<file path="config.mk">
export PLATFORM = sky130hd
export DESIGN_NAME = buffer_slot_table_lru
export DESIGN_NICKNAME = d
export VERILOG_FILES = /design/src/rtl/bst_pkg.sv /design/src/rtl/bst_cell.sv /design/src/rtl/bst_ctrl.sv /design/src/rtl/buffer_slot_table_lru.sv
export SDC_FILE = /design/constraint.sdc
export NUM_CORES = 2
export LEC_CHECK = 0
export BUFFER_PORTS_ARGS = -buffer_cell sky130_fd_sc_hd__buf_2
export CORE_ASPECT_RATIO = 0.6
export CORE_MARGIN = 2
export CORE_UTILIZATION = 65
export CTS_CLUSTER_SIZE = 24
export DETAILED_ROUTE_END_ITERATION = 6
export PLACE_DENSITY_LB_ADDON = 0.3
export SLEW_MARGIN = 20
export SYNTH_ARGS = -nofsm -noshare
export SYNTH_HDL_FRONTEND = slang
export SYNTH_HIERARCHICAL = 1
export SYNTH_SLANG_ARGS = --single-unit
</file>
<file path="constraint.sdc">
create_clock -name clk_i -period 11.5 [get_ports clk_i]
set_input_delay 0 -clock clk_i [delete_from_list [all_inputs] [get_ports clk_i]]
set_output_delay 0 -clock clk_i [all_outputs]
set_load 0.05 [all_outputs]
</file>
<file path="src/rtl/bst_pkg.sv">
// Shared constants, codes and inter-module structs of the buffer slot table.
package bst_pkg;

  // Table geometry.
  localparam int unsigned SLOT_COUNT       = 32;
  localparam int unsigned DISK_BLOCK_COUNT = 8192;
  localparam int unsigned AGE_BITS         = 16;

  localparam int unsigned SLOT_IDX_W = $clog2(SLOT_COUNT);
  localparam int unsigned BLK_W      = (DISK_BLOCK_COUNT > 2) ? $clog2(DISK_BLOCK_COUNT) : 1;
  localparam int unsigned OP_W       = 2;
  localparam int unsigned STATUS_W   = 2;
  localparam int unsigned REQ_BLK_W  = 16;

  // Request operations; the unused code acts as a lookup.
  typedef enum logic [OP_W-1:0] {
    OP_LOOKUP     = 2'd0,
    OP_ALLOCATE   = 2'd1,
    OP_MARK_DIRTY = 2'd2,
    OP_SPARE      = 2'd3
  } op_e;

  // Result status codes.
  typedef enum logic [STATUS_W-1:0] {
    STATUS_OK      = 2'd0,
    STATUS_OOB     = 2'd1,
    STATUS_MISSING = 2'd2
  } status_e;

  // Scan token that walks the cell chain, one cell per cycle.
  typedef struct packed {
    logic                  valid;
    logic [BLK_W-1:0]      blk;
    logic                  found;
    logic [SLOT_IDX_W-1:0] hit_idx;
    logic                  free_found;
    logic [SLOT_IDX_W-1:0] free_idx;
    logic [AGE_BITS-1:0]   best_age;
    logic [SLOT_IDX_W-1:0] best_idx;
    logic                  best_dirty;
    logic [BLK_W-1:0]      best_blk;
  } token_t;

  // Update broadcast to every cell at the end of a scan.
  typedef struct packed {
    logic                  valid;
    logic                  allocate;
    logic                  set_dirty;
    logic [SLOT_IDX_W-1:0] pick;
    logic [BLK_W-1:0]      blk;
  } commit_t;

endpackage

</file>
<file path="src/rtl/bst_cell.sv">
// One slot of the table: its state plus one stage of the scan token chain.
module bst_cell (
  input  logic                           clk_i,
  input  logic                           rst_ni,
  input  logic [bst_pkg::SLOT_IDX_W-1:0] slot_id_i,
  input  bst_pkg::token_t                token_i,
  input  bst_pkg::commit_t               commit_i,
  output bst_pkg::token_t                token_o
);
  import bst_pkg::*;

  logic                occ_q, occ_d;
  logic                dirty_q, dirty_d;
  logic [BLK_W-1:0]    blk_q, blk_d;
  logic [AGE_BITS-1:0] age_q, age_d;
  logic [AGE_BITS-1:0] aged;
  logic                tok_valid_q;
  token_t              tok_d, tok_q;
  logic                mine;

  // Saturating increment of this slot's age.
  assign aged = (age_q == {AGE_BITS{1'b1}}) ? age_q : age_q + AGE_BITS'(1);

  // Fold this slot into the token: first hit, first free slot, oldest slot.
  always_comb begin
    tok_d = token_i;
    if (!token_i.found && occ_q && (blk_q == token_i.blk)) begin
      tok_d.found   = 1'b1;
      tok_d.hit_idx = slot_id_i;
    end
    if (!token_i.free_found && !occ_q) begin
      tok_d.free_found = 1'b1;
      tok_d.free_idx   = slot_id_i;
    end
    if (aged > token_i.best_age) begin
      tok_d.best_age   = aged;
      tok_d.best_idx   = slot_id_i;
      tok_d.best_dirty = dirty_q;
      tok_d.best_blk   = blk_q;
    end
  end

  // Apply the end-of-scan update: aging, refill of the chosen slot, dirty mark.
  assign mine = commit_i.valid && (commit_i.pick == slot_id_i);

  always_comb begin
    occ_d   = occ_q;
    dirty_d = dirty_q;
    blk_d   = blk_q;
    age_d   = age_q;
    if (commit_i.valid && commit_i.allocate && occ_q) begin
      age_d = aged;
    end
    if (mine && commit_i.allocate) begin
      occ_d   = 1'b1;
      dirty_d = 1'b0;
      blk_d   = commit_i.blk;
      age_d   = '0;
    end
    if (mine && commit_i.set_dirty) begin
      dirty_d = 1'b1;
    end
  end

  // Slot control state.
  always_ff @(posedge clk_i or negedge rst_ni) begin
    if (!rst_ni) begin
      occ_q       <= 1'b0;
      dirty_q     <= 1'b0;
      age_q       <= '0;
      tok_valid_q <= 1'b0;
    end else begin
      occ_q       <= occ_d;
      dirty_q     <= dirty_d;
      age_q       <= age_d;
      tok_valid_q <= token_i.valid;
    end
  end

  // Block number and token payload need no reset.
  always_ff @(posedge clk_i) begin
    blk_q <= blk_d;
    tok_q <= tok_d;
  end

  always_comb begin
    token_o       = tok_q;
    token_o.valid = tok_valid_q;
  end

endmodule

</file>
<file path="src/rtl/bst_ctrl.sv">
// Request sequencer: injects the scan token, decides the outcome, drives results.
module bst_ctrl (
  input  logic                           clk_i,
  input  logic                           rst_ni,
  input  logic                           start_i,
  input  logic [bst_pkg::OP_W-1:0]       operation_i,
  input  logic signed [bst_pkg::REQ_BLK_W-1:0] block_number_i,
  input  bst_pkg::token_t                token_i,
  output bst_pkg::token_t                token_o,
  output bst_pkg::commit_t               commit_o,
  output logic                           busy_o,
  output logic                           done_o,
  output logic [bst_pkg::STATUS_W-1:0]   status_o,
  output logic [bst_pkg::SLOT_IDX_W-1:0] slot_index_o,
  output logic                           writeback_valid_o,
  output logic [bst_pkg::BLK_W-1:0]      writeback_block_o,
  output logic [bst_pkg::SLOT_IDX_W-1:0] writeback_slot_o
);
  import bst_pkg::*;

  typedef enum logic {
    ST_IDLE,
    ST_SCAN
  } state_e;

  state_e                state_q;
  logic [OP_W-1:0]       op_q;
  logic                  oob_q;
  logic                  accept;
  logic                  req_oob;
  logic                  scan_end;
  status_e               status_d;
  logic [SLOT_IDX_W-1:0] slot_d;
  logic                  wb_valid_d;
  logic [BLK_W-1:0]      wb_blk_d;
  logic [SLOT_IDX_W-1:0] wb_slot_d;
  logic                  done_q;
  status_e               status_q;
  logic [SLOT_IDX_W-1:0] slot_q;
  logic                  wb_valid_q;
  logic [BLK_W-1:0]      wb_blk_q;
  logic [SLOT_IDX_W-1:0] wb_slot_q;

  assign accept   = start_i && (state_q == ST_IDLE);
  assign scan_end = token_i.valid && (state_q == ST_SCAN);

  // Negative numbers and numbers at or above the disk size are out of bound.
  assign req_oob = block_number_i[REQ_BLK_W-1] ||
                   ({1'b0, block_number_i[REQ_BLK_W-2:0]} >= REQ_BLK_W'(DISK_BLOCK_COUNT));

  // Fresh token entering the first cell.
  always_comb begin
    token_o       = '0;
    token_o.valid = accept;
    token_o.blk   = block_number_i[BLK_W-1:0];
  end

  // Outcome of the scan and the matching table update.
  always_comb begin
    status_d   = STATUS_OK;
    slot_d     = '0;
    wb_valid_d = 1'b0;
    wb_blk_d   = '0;
    wb_slot_d  = '0;
    commit_o   = '0;
    commit_o.blk = token_i.blk;
    if (oob_q) begin
      status_d = STATUS_OOB;
    end else if (op_q == OP_ALLOCATE) begin
      commit_o.valid    = scan_end;
      commit_o.allocate = 1'b1;
      if (token_i.free_found) begin
        slot_d = token_i.free_idx;
      end else begin
        slot_d = token_i.best_idx;
        if (token_i.best_dirty) begin
          wb_valid_d = 1'b1;
          wb_blk_d   = token_i.best_blk;
          wb_slot_d  = token_i.best_idx;
        end
      end
      commit_o.pick = slot_d;
    end else if (token_i.found) begin
      slot_d             = token_i.hit_idx;
      commit_o.valid     = scan_end && (op_q == OP_MARK_DIRTY);
      commit_o.set_dirty = 1'b1;
      commit_o.pick      = token_i.hit_idx;
    end else begin
      status_d = STATUS_MISSING;
    end
  end

  // Sequencer state and registered result.
  always_ff @(posedge clk_i or negedge rst_ni) begin
    if (!rst_ni) begin
      state_q <= ST_IDLE;
      done_q  <= 1'b0;
    end else begin
      done_q <= 1'b0;
      case (state_q)
        ST_IDLE: begin
          if (accept) begin
            state_q <= ST_SCAN;
          end
        end
        ST_SCAN: begin
          if (scan_end) begin
            state_q <= ST_IDLE;
            done_q  <= 1'b1;
          end
        end
        default: state_q <= ST_IDLE;
      endcase
    end
  end

  // Request and result payload.
  always_ff @(posedge clk_i) begin
    if (accept) begin
      op_q  <= operation_i;
      oob_q <= req_oob;
    end
    if (scan_end) begin
      status_q   <= status_d;
      slot_q     <= slot_d;
      wb_valid_q <= wb_valid_d;
      wb_blk_q   <= wb_blk_d;
      wb_slot_q  <= wb_slot_d;
    end
  end

  assign busy_o            = (state_q == ST_SCAN);
  assign done_o            = done_q;
  assign status_o          = status_q;
  assign slot_index_o      = slot_q;
  assign writeback_valid_o = wb_valid_q;
  assign writeback_block_o = wb_blk_q;
  assign writeback_slot_o  = wb_slot_q;

endmodule

</file>
<file path="src/rtl/buffer_slot_table_lru.sv">
// Top level of the buffer slot table with age-based replacement.
//
// A request (operation_i, block_number_i) is taken at a rising edge where
// start_i is high and busy_o is low. busy_o then stays high while a scan
// token walks the row of slot cells, one cell per cycle, gathering the first
// matching slot, the lowest free slot and the oldest slot. When it leaves the
// last cell the sequencer updates the table (aging, refill, dirty mark).
// The result appears on status_o, slot_index_o and the writeback ports for
// exactly one cycle with done_o high, registered once the token has left the
// last cell, and is taken at the edge that ends that cycle. busy_o is
// already low in that cycle, so the next request can be taken at that same
// edge. The scan time is set by the length of the cell chain.
// The receiver cannot stall: each result must be taken in its strobe cycle.
// Reset empties every slot (free, clean, age zero) and drops any transaction
// in flight; no clearing pass is needed.
module buffer_slot_table_lru (
  input  logic                           clk_i,
  input  logic                           rst_ni,
  input  logic                           start_i,
  output logic                           busy_o,
  input  logic [bst_pkg::OP_W-1:0]       operation_i,
  input  logic signed [bst_pkg::REQ_BLK_W-1:0] block_number_i,
  output logic                           done_o,
  output logic [bst_pkg::STATUS_W-1:0]   status_o,
  output logic [bst_pkg::SLOT_IDX_W-1:0] slot_index_o,
  output logic                           writeback_valid_o,
  output logic [bst_pkg::BLK_W-1:0]      writeback_block_o,
  output logic [bst_pkg::SLOT_IDX_W-1:0] writeback_slot_o
);
  import bst_pkg::*;

  token_t  chain [SLOT_COUNT+1];
  commit_t commit;

  // Sequencer at the head and tail of the chain.
  bst_ctrl u_ctrl (
    .clk_i             (clk_i),
    .rst_ni            (rst_ni),
    .start_i           (start_i),
    .operation_i       (operation_i),
    .block_number_i    (block_number_i),
    .token_i           (chain[SLOT_COUNT]),
    .token_o           (chain[0]),
    .commit_o          (commit),
    .busy_o            (busy_o),
    .done_o            (done_o),
    .status_o          (status_o),
    .slot_index_o      (slot_index_o),
    .writeback_valid_o (writeback_valid_o),
    .writeback_block_o (writeback_block_o),
    .writeback_slot_o  (writeback_slot_o)
  );

  // Row of slot cells, each passing the token to the next.
  for (genvar g = 0; g < SLOT_COUNT; g++) begin : g_cell
    bst_cell u_cell (
      .clk_i     (clk_i),
      .rst_ni    (rst_ni),
      .slot_id_i (SLOT_IDX_W'(g)),
      .token_i   (chain[g]),
      .commit_i  (commit),
      .token_o   (chain[g+1])
    );
  end

  // A result strobe ends the transaction: the block is free in that cycle.
  a_done_not_busy: assert property (@(posedge clk_i) disable iff (!rst_ni)
    done_o |-> !busy_o)
    else $error("result strobe while busy");

  // An accepted request holds the block busy in the next cycle.
  a_accept_busy: assert property (@(posedge clk_i) disable iff (!rst_ni)
    (start_i && !busy_o) |=> busy_o)
    else $error("accepted request did not start a scan");

  // A strobe follows only a cycle in which the block was busy.
  a_done_after_busy: assert property (@(posedge clk_i) disable iff (!rst_ni)
    done_o |-> $past(busy_o))
    else $error("result strobe without a scan");

  // A writeback is reported only with a successful transaction.
  a_wb_ok: assert property (@(posedge clk_i) disable iff (!rst_ni)
    (done_o && writeback_valid_o) |-> (status_o == STATUS_OK))
    else $error("writeback on a failed transaction");

  // A failed transaction names slot zero.
  a_fail_slot_zero: assert property (@(posedge clk_i) disable iff (!rst_ni)
    (done_o && (status_o != STATUS_OK)) |-> (slot_index_o == '0))
    else $error("failed transaction with a slot index");

endmodule
</file>
Yosys cells after proc, flatten, opt, wreduce, memory -nomap -nowiden
Index checks and enable logic that the tools add are counted.
- logic and storage cells: 1220
- output and inout port bits: 28
- register bits: 2954
- reductions and logical operators: 388
- muxes and demuxes: 211
- equal/unequal tests: 97
- bitwise logic cells: 3
- $lt $le $gt $ge: 33
- add/subtract/negate cells: 32
- operators by type and width (operator ; number):
    16-bit two-way mux ; 96
    35-bit two-way mux ; 30
    16-bit by 1-bit adder with 16-bit output, second input constant ; 32
    16-bit == test, second input constant ; 32
    16-bit > comparator ; 31
    13-bit == test ; 32
    1-bit logical AND ; 226
    2-bit nonzero test ; 64
    1-bit zero test ; 93
    5-bit == test, second input constant ; 16
    1-bit two-way mux ; 74
    5-bit by 4-bit == test with 1-bit output, second input constant ; 8
    5-bit by 3-bit == test with 1-bit output, second input constant ; 4
    5-bit two-way mux ; 4
    6-bit two-way mux ; 3
    16-bit by 1-bit > comparator with 1-bit output, second input constant ; 1
    15-bit by 14-bit greater-or-equal comparator with 1-bit output, second input constant ; 1
    14-bit two-way mux ; 1
    5-bit by 2-bit == test with 1-bit output, second input constant ; 2
    8-bit two-way mux ; 1
    5-bit by 1-bit == test with 1-bit output, second input constant ; 1
    5-bit zero test ; 1
    4-bit OR reduction ; 1
    1-bit NOT ; 3
    7 further kinds ; 7

Logic depth before layout (Yosys ltp)
- word-level depth: 10
- mapped depth: 15
- mapped depth without buffers: 14

Hierarchy
The synthesis kept the hierarchy.
- by module, submodules not included (module ; area each (um^2) ; cells each ; instances ; seq. area each (um^2)):
    bst_cell (g_cell[0].u_cell ...) ; 4048.9 ; 338 ; 19 ; 2067.0
    bst_cell (g_cell[3].u_cell ...) ; 3846.2 ; 323 ; 7 ; 2067.0
    bst_cell (g_cell[24].u_cell ...) ; 4658.2 ; 462 ; 4 ; 2067.0
    bst_cell (g_cell[19].u_cell) ; 3902.5 ; 336 ; 1 ; 2067.0
    bst_cell (g_cell[23].u_cell) ; 3829.9 ; 325 ; 1 ; 2067.0
    bst_ctrl ; 1948.1 ; 170 ; 1 ; 920.9
    buffer_slot_table_lru ; 7.5 ; 2 ; 1 ; 0.0

Worst setup path before layout
OpenSTA, ideal clock, no wires.
- path type: register to register
- start: register u_ctrl.op_q[0]
- end: register g_cell[11].u_cell.blk_q[0], enable pin
- data required time: 11.150 ns
- setup time: 0.350 ns
- slack: 5.645 ns
- data arrival time: 5.505 ns
- cell stages (with the launch flop): 9
- buffers on the path: 1
- cells stage by stage: edfxtp_1 and2b_2 buf_6 o32ai_1 xnor2_1 nand4_1 nor3_1 nand2_1 inv_1
- RTL lines (element ; RTL line ; text):
    from (decl) ; bst_ctrl.sv:27 ; logic [OP_W-1:0] op_q;
    from (signal assigned) ; bst_ctrl.sv:120 ; op_q <= operation_i;
    to (signal assigned) ; bst_cell.sv:82 ; blk_q <= blk_d;
    to (decl) ; bst_cell.sv:14 ; logic [BLK_W-1:0] blk_q, blk_d;

==> run metrics <==
# DRC 0; total CTS buffers 269; Final WS setup about 6.5 ns; cell area power density 207 mW/mm^2; vias in the first global route 88,900; TritonCTS clock tree done; post-cts resize count 0; clock sink count 2,959; Synth warnings 6; area grow syn2layout 10.7%; Slowest cell on crit path o21ai_2; FMAX 200 MHz; crit path max fanout 29; Syn Inst Count 11,300; drt first pass iters 6; most frequent CP cell ha_1; run status finished, final reports clean; Final Skew just under 0.06 ns; port buffer count 48; hpwl dp about 250,000 um; Die Y-Extent 353 um; Die X 585 um; Hold Path Class primary input to register; RSZ-0062 raised after global routing false; Detailed Route WL around 350,000 um; sequential share of power between 40% and 50%; row count 127; Tmin final 5.00 ns; Final setup viols 0; WS Path Type register to register; Non-Filler Instances 15,000; crit-path cells ha_1 -> nand4_1 -> nor4_2 -> mux2_4 -> ha_1 -> nor2b_1 -> o211a_1 -> o21ai_2 -> nand3_2 -> a31o_2; Synth Cell Area 0.132 sq mm; setup_tns 0 ns; Final Util between 70 and 80%; Fin. Hold Viols 0; startpoint types register; register clock-pin slew on the reported worst setup and hold paths 0.06 ns; layout cells sized above 1 17.9%; part of the power in the clock network 31.0%; Leak Pwr between 60 and 70 nW; CP peak stage delay 0.85 ns; worst hold slack 0.267 ns; Global Route Usage Sum between 30% and 40%; switching share of total power between 20% and 30%; Pint 21.5 mW; die area around 0.21 sq mm; Critical Path Sink Type register; Slew headroom between 20% and 30%; Post-CTS Setup Bufs 0; Starting DRT DRC Count 11,100; fin crit share between 40% and 50%; total number of vias 92,200; initial antenna violation count 19; CP required ~12 ns; switching power of the nets 8.68 mW; Max Cap Viol 0; later-pin clock latency in the skew report 0.85 ns; core area 0.201 sq mm; root buffer cell clkbuf_16; logic gate share of total power between 20% and 30%; Placed Cells around 14,000; cts hold-fix bufs 40; DP Worst Slack 6.25 ns; CTS H-tree depth 5; Worst Path Arrival 5.71 ns; largest net degree at the start of global routing between 150 and 200; IO Count 49; Vias per Instance 6.16; gp weighted congestion 0.937; Worst IR Drop VDD 0.652 mV; CTS max path bufs 4; Final nets 12,600; worst-margin pin slew about 1.2 ns; wire per inst 23.6 um; Initial Util 65.6%; max-slew violation count 0; grt ovf 0; Avg Cell Area, Syn about 12 sq um; first-pass GRT wire length 536,000 um; Final ANT Viol Nets 0
-- state kept, by name, summed over array words and instances, names as in the netlist --
| signal | flops |
|---|---|
| g_cell.u_cell/token_o | 1904 |
| g_cell.u_cell/age_q | 512 |
| g_cell.u_cell/blk_q | 416 |
| g_cell.u_cell/dirty_q | 32 |
| g_cell.u_cell/occ_q | 32 |
| g_cell.u_cell/tok_valid_q | 32 |
| u_ctrl/writeback_block_o | 13 |
| u_ctrl/slot_index_o | 5 |
| u_ctrl/writeback_slot_o | 5 |
| u_ctrl/op_q | 2 |
| u_ctrl/status_o | 2 |
| u_ctrl/busy_o | 1 |
| u_ctrl/done_o | 1 |
| u_ctrl/oob_q | 1 |
| u_ctrl/writeback_valid_o | 1 |
-- layout make-up --
class	instances	area [sq um]
sequential	2959	66800
antenna	12	30.0
tap	2709	3390
inverter	673	2530
clock inverter	109	1270
multi-input combinational	7947	62400
timing repair buffer	185	1430
fill	13300	54900
clock buffer	375	7810
-- through the flow --
step | cell area [sq um] | total power, mW
6_report | 146000 | 30.2
5_1_grt | 146000 | 31.1
4_1_cts | 145000 | 30.1
3_5_place_dp | 136000 | 20.6
3_3_place_gp | 136000 | 20.4
2_1_floorplan | 134000 | 19.2
-- power by group through the flow --
stage	Combinational [mW]	Sequential [mW]	Clock, mW
2_1_floorplan	6.59	12.6	0
3_3_place_gp	7.40	13.0	0
3_5_place_dp	7.62	13.0	0
4_1_cts	7.78	12.9	9.43
5_1_grt	8.32	13.0	9.83
6_report	7.94	12.9	9.36
-- cells in the final DEF, fill, tap and decap left out, types with 55 or more instances in the layout --
cell type	instances
clkbuf_1	57
inv_1	672
conb_1	687
and3_1	153
or4_1	59
o21ai_0	193
edfxtp_1	445
nor4_1	101
a31oi_1	141
a32o_1	76
nand4_1	204
dfrtp_1	610
and2_1	55
o21a_1	144
mux2_4	530
dfxtp_1	1892
nor3_1	143
nand3_1	386
a22o_1	337
clkbuf_16	286
xor2_1	411
nor2_1	374
a21oi_1	534
nand2b_1	160
a31o_2	64
mux2i_1	151
nand2_1	599
buf_4	94
nor4b_1	116
mux2_2	719
o21ai_1	64
xnor2_1	338
ha_1	544
nor2b_1	59
-- final timing paths --
| kind | startpoint | endpoint | slack [ns] | cells after the start |
|---|---|---|---|---|
| min in group asynchronous | rst_ni | g_cell[9].u_cell/age_q[1] | 0.40 | 4 |
| min | start_i | g_cell[0].u_cell/tok_valid_q | 0.27 | 3 |
| max | g_cell[26].u_cell/age_q[0] | g_cell[26].u_cell/token_o[8] | 6.50 | 10 |
| min reg2reg | g_cell[28].u_cell/tok_valid_q | g_cell[29].u_cell/tok_valid_q | 0.34 | 0 |
| max in group asynchronous | rst_ni | g_cell[25].u_cell/age_q[0] | 9.55 | 5 |
| max reg2reg | g_cell[26].u_cell/age_q[0] | g_cell[26].u_cell/token_o[8] | 6.50 | 10 |
-- routing by layer --
layer,vias up,global-route usage (%),wire (um)
li1,41500,-,-
met1,45400,52.6,162000
met2,4705,45.5,140000
met3,506,9.29,43400
met4,6,6.37,6710
met5,-,0,42
-- worst max-delay path: cells and delay by family, from the launching register on --
family                   cells  cell delay, ns
adder cells (fa/ha/maj)      2            0.56
AND/OR/NAND/NOR              4            1.93
multiplexers                 1            0.38
AO/OA/AOI/OAI                3            1.56
flip-flops                   1            0.44
(Power assumes the default switching activity.)
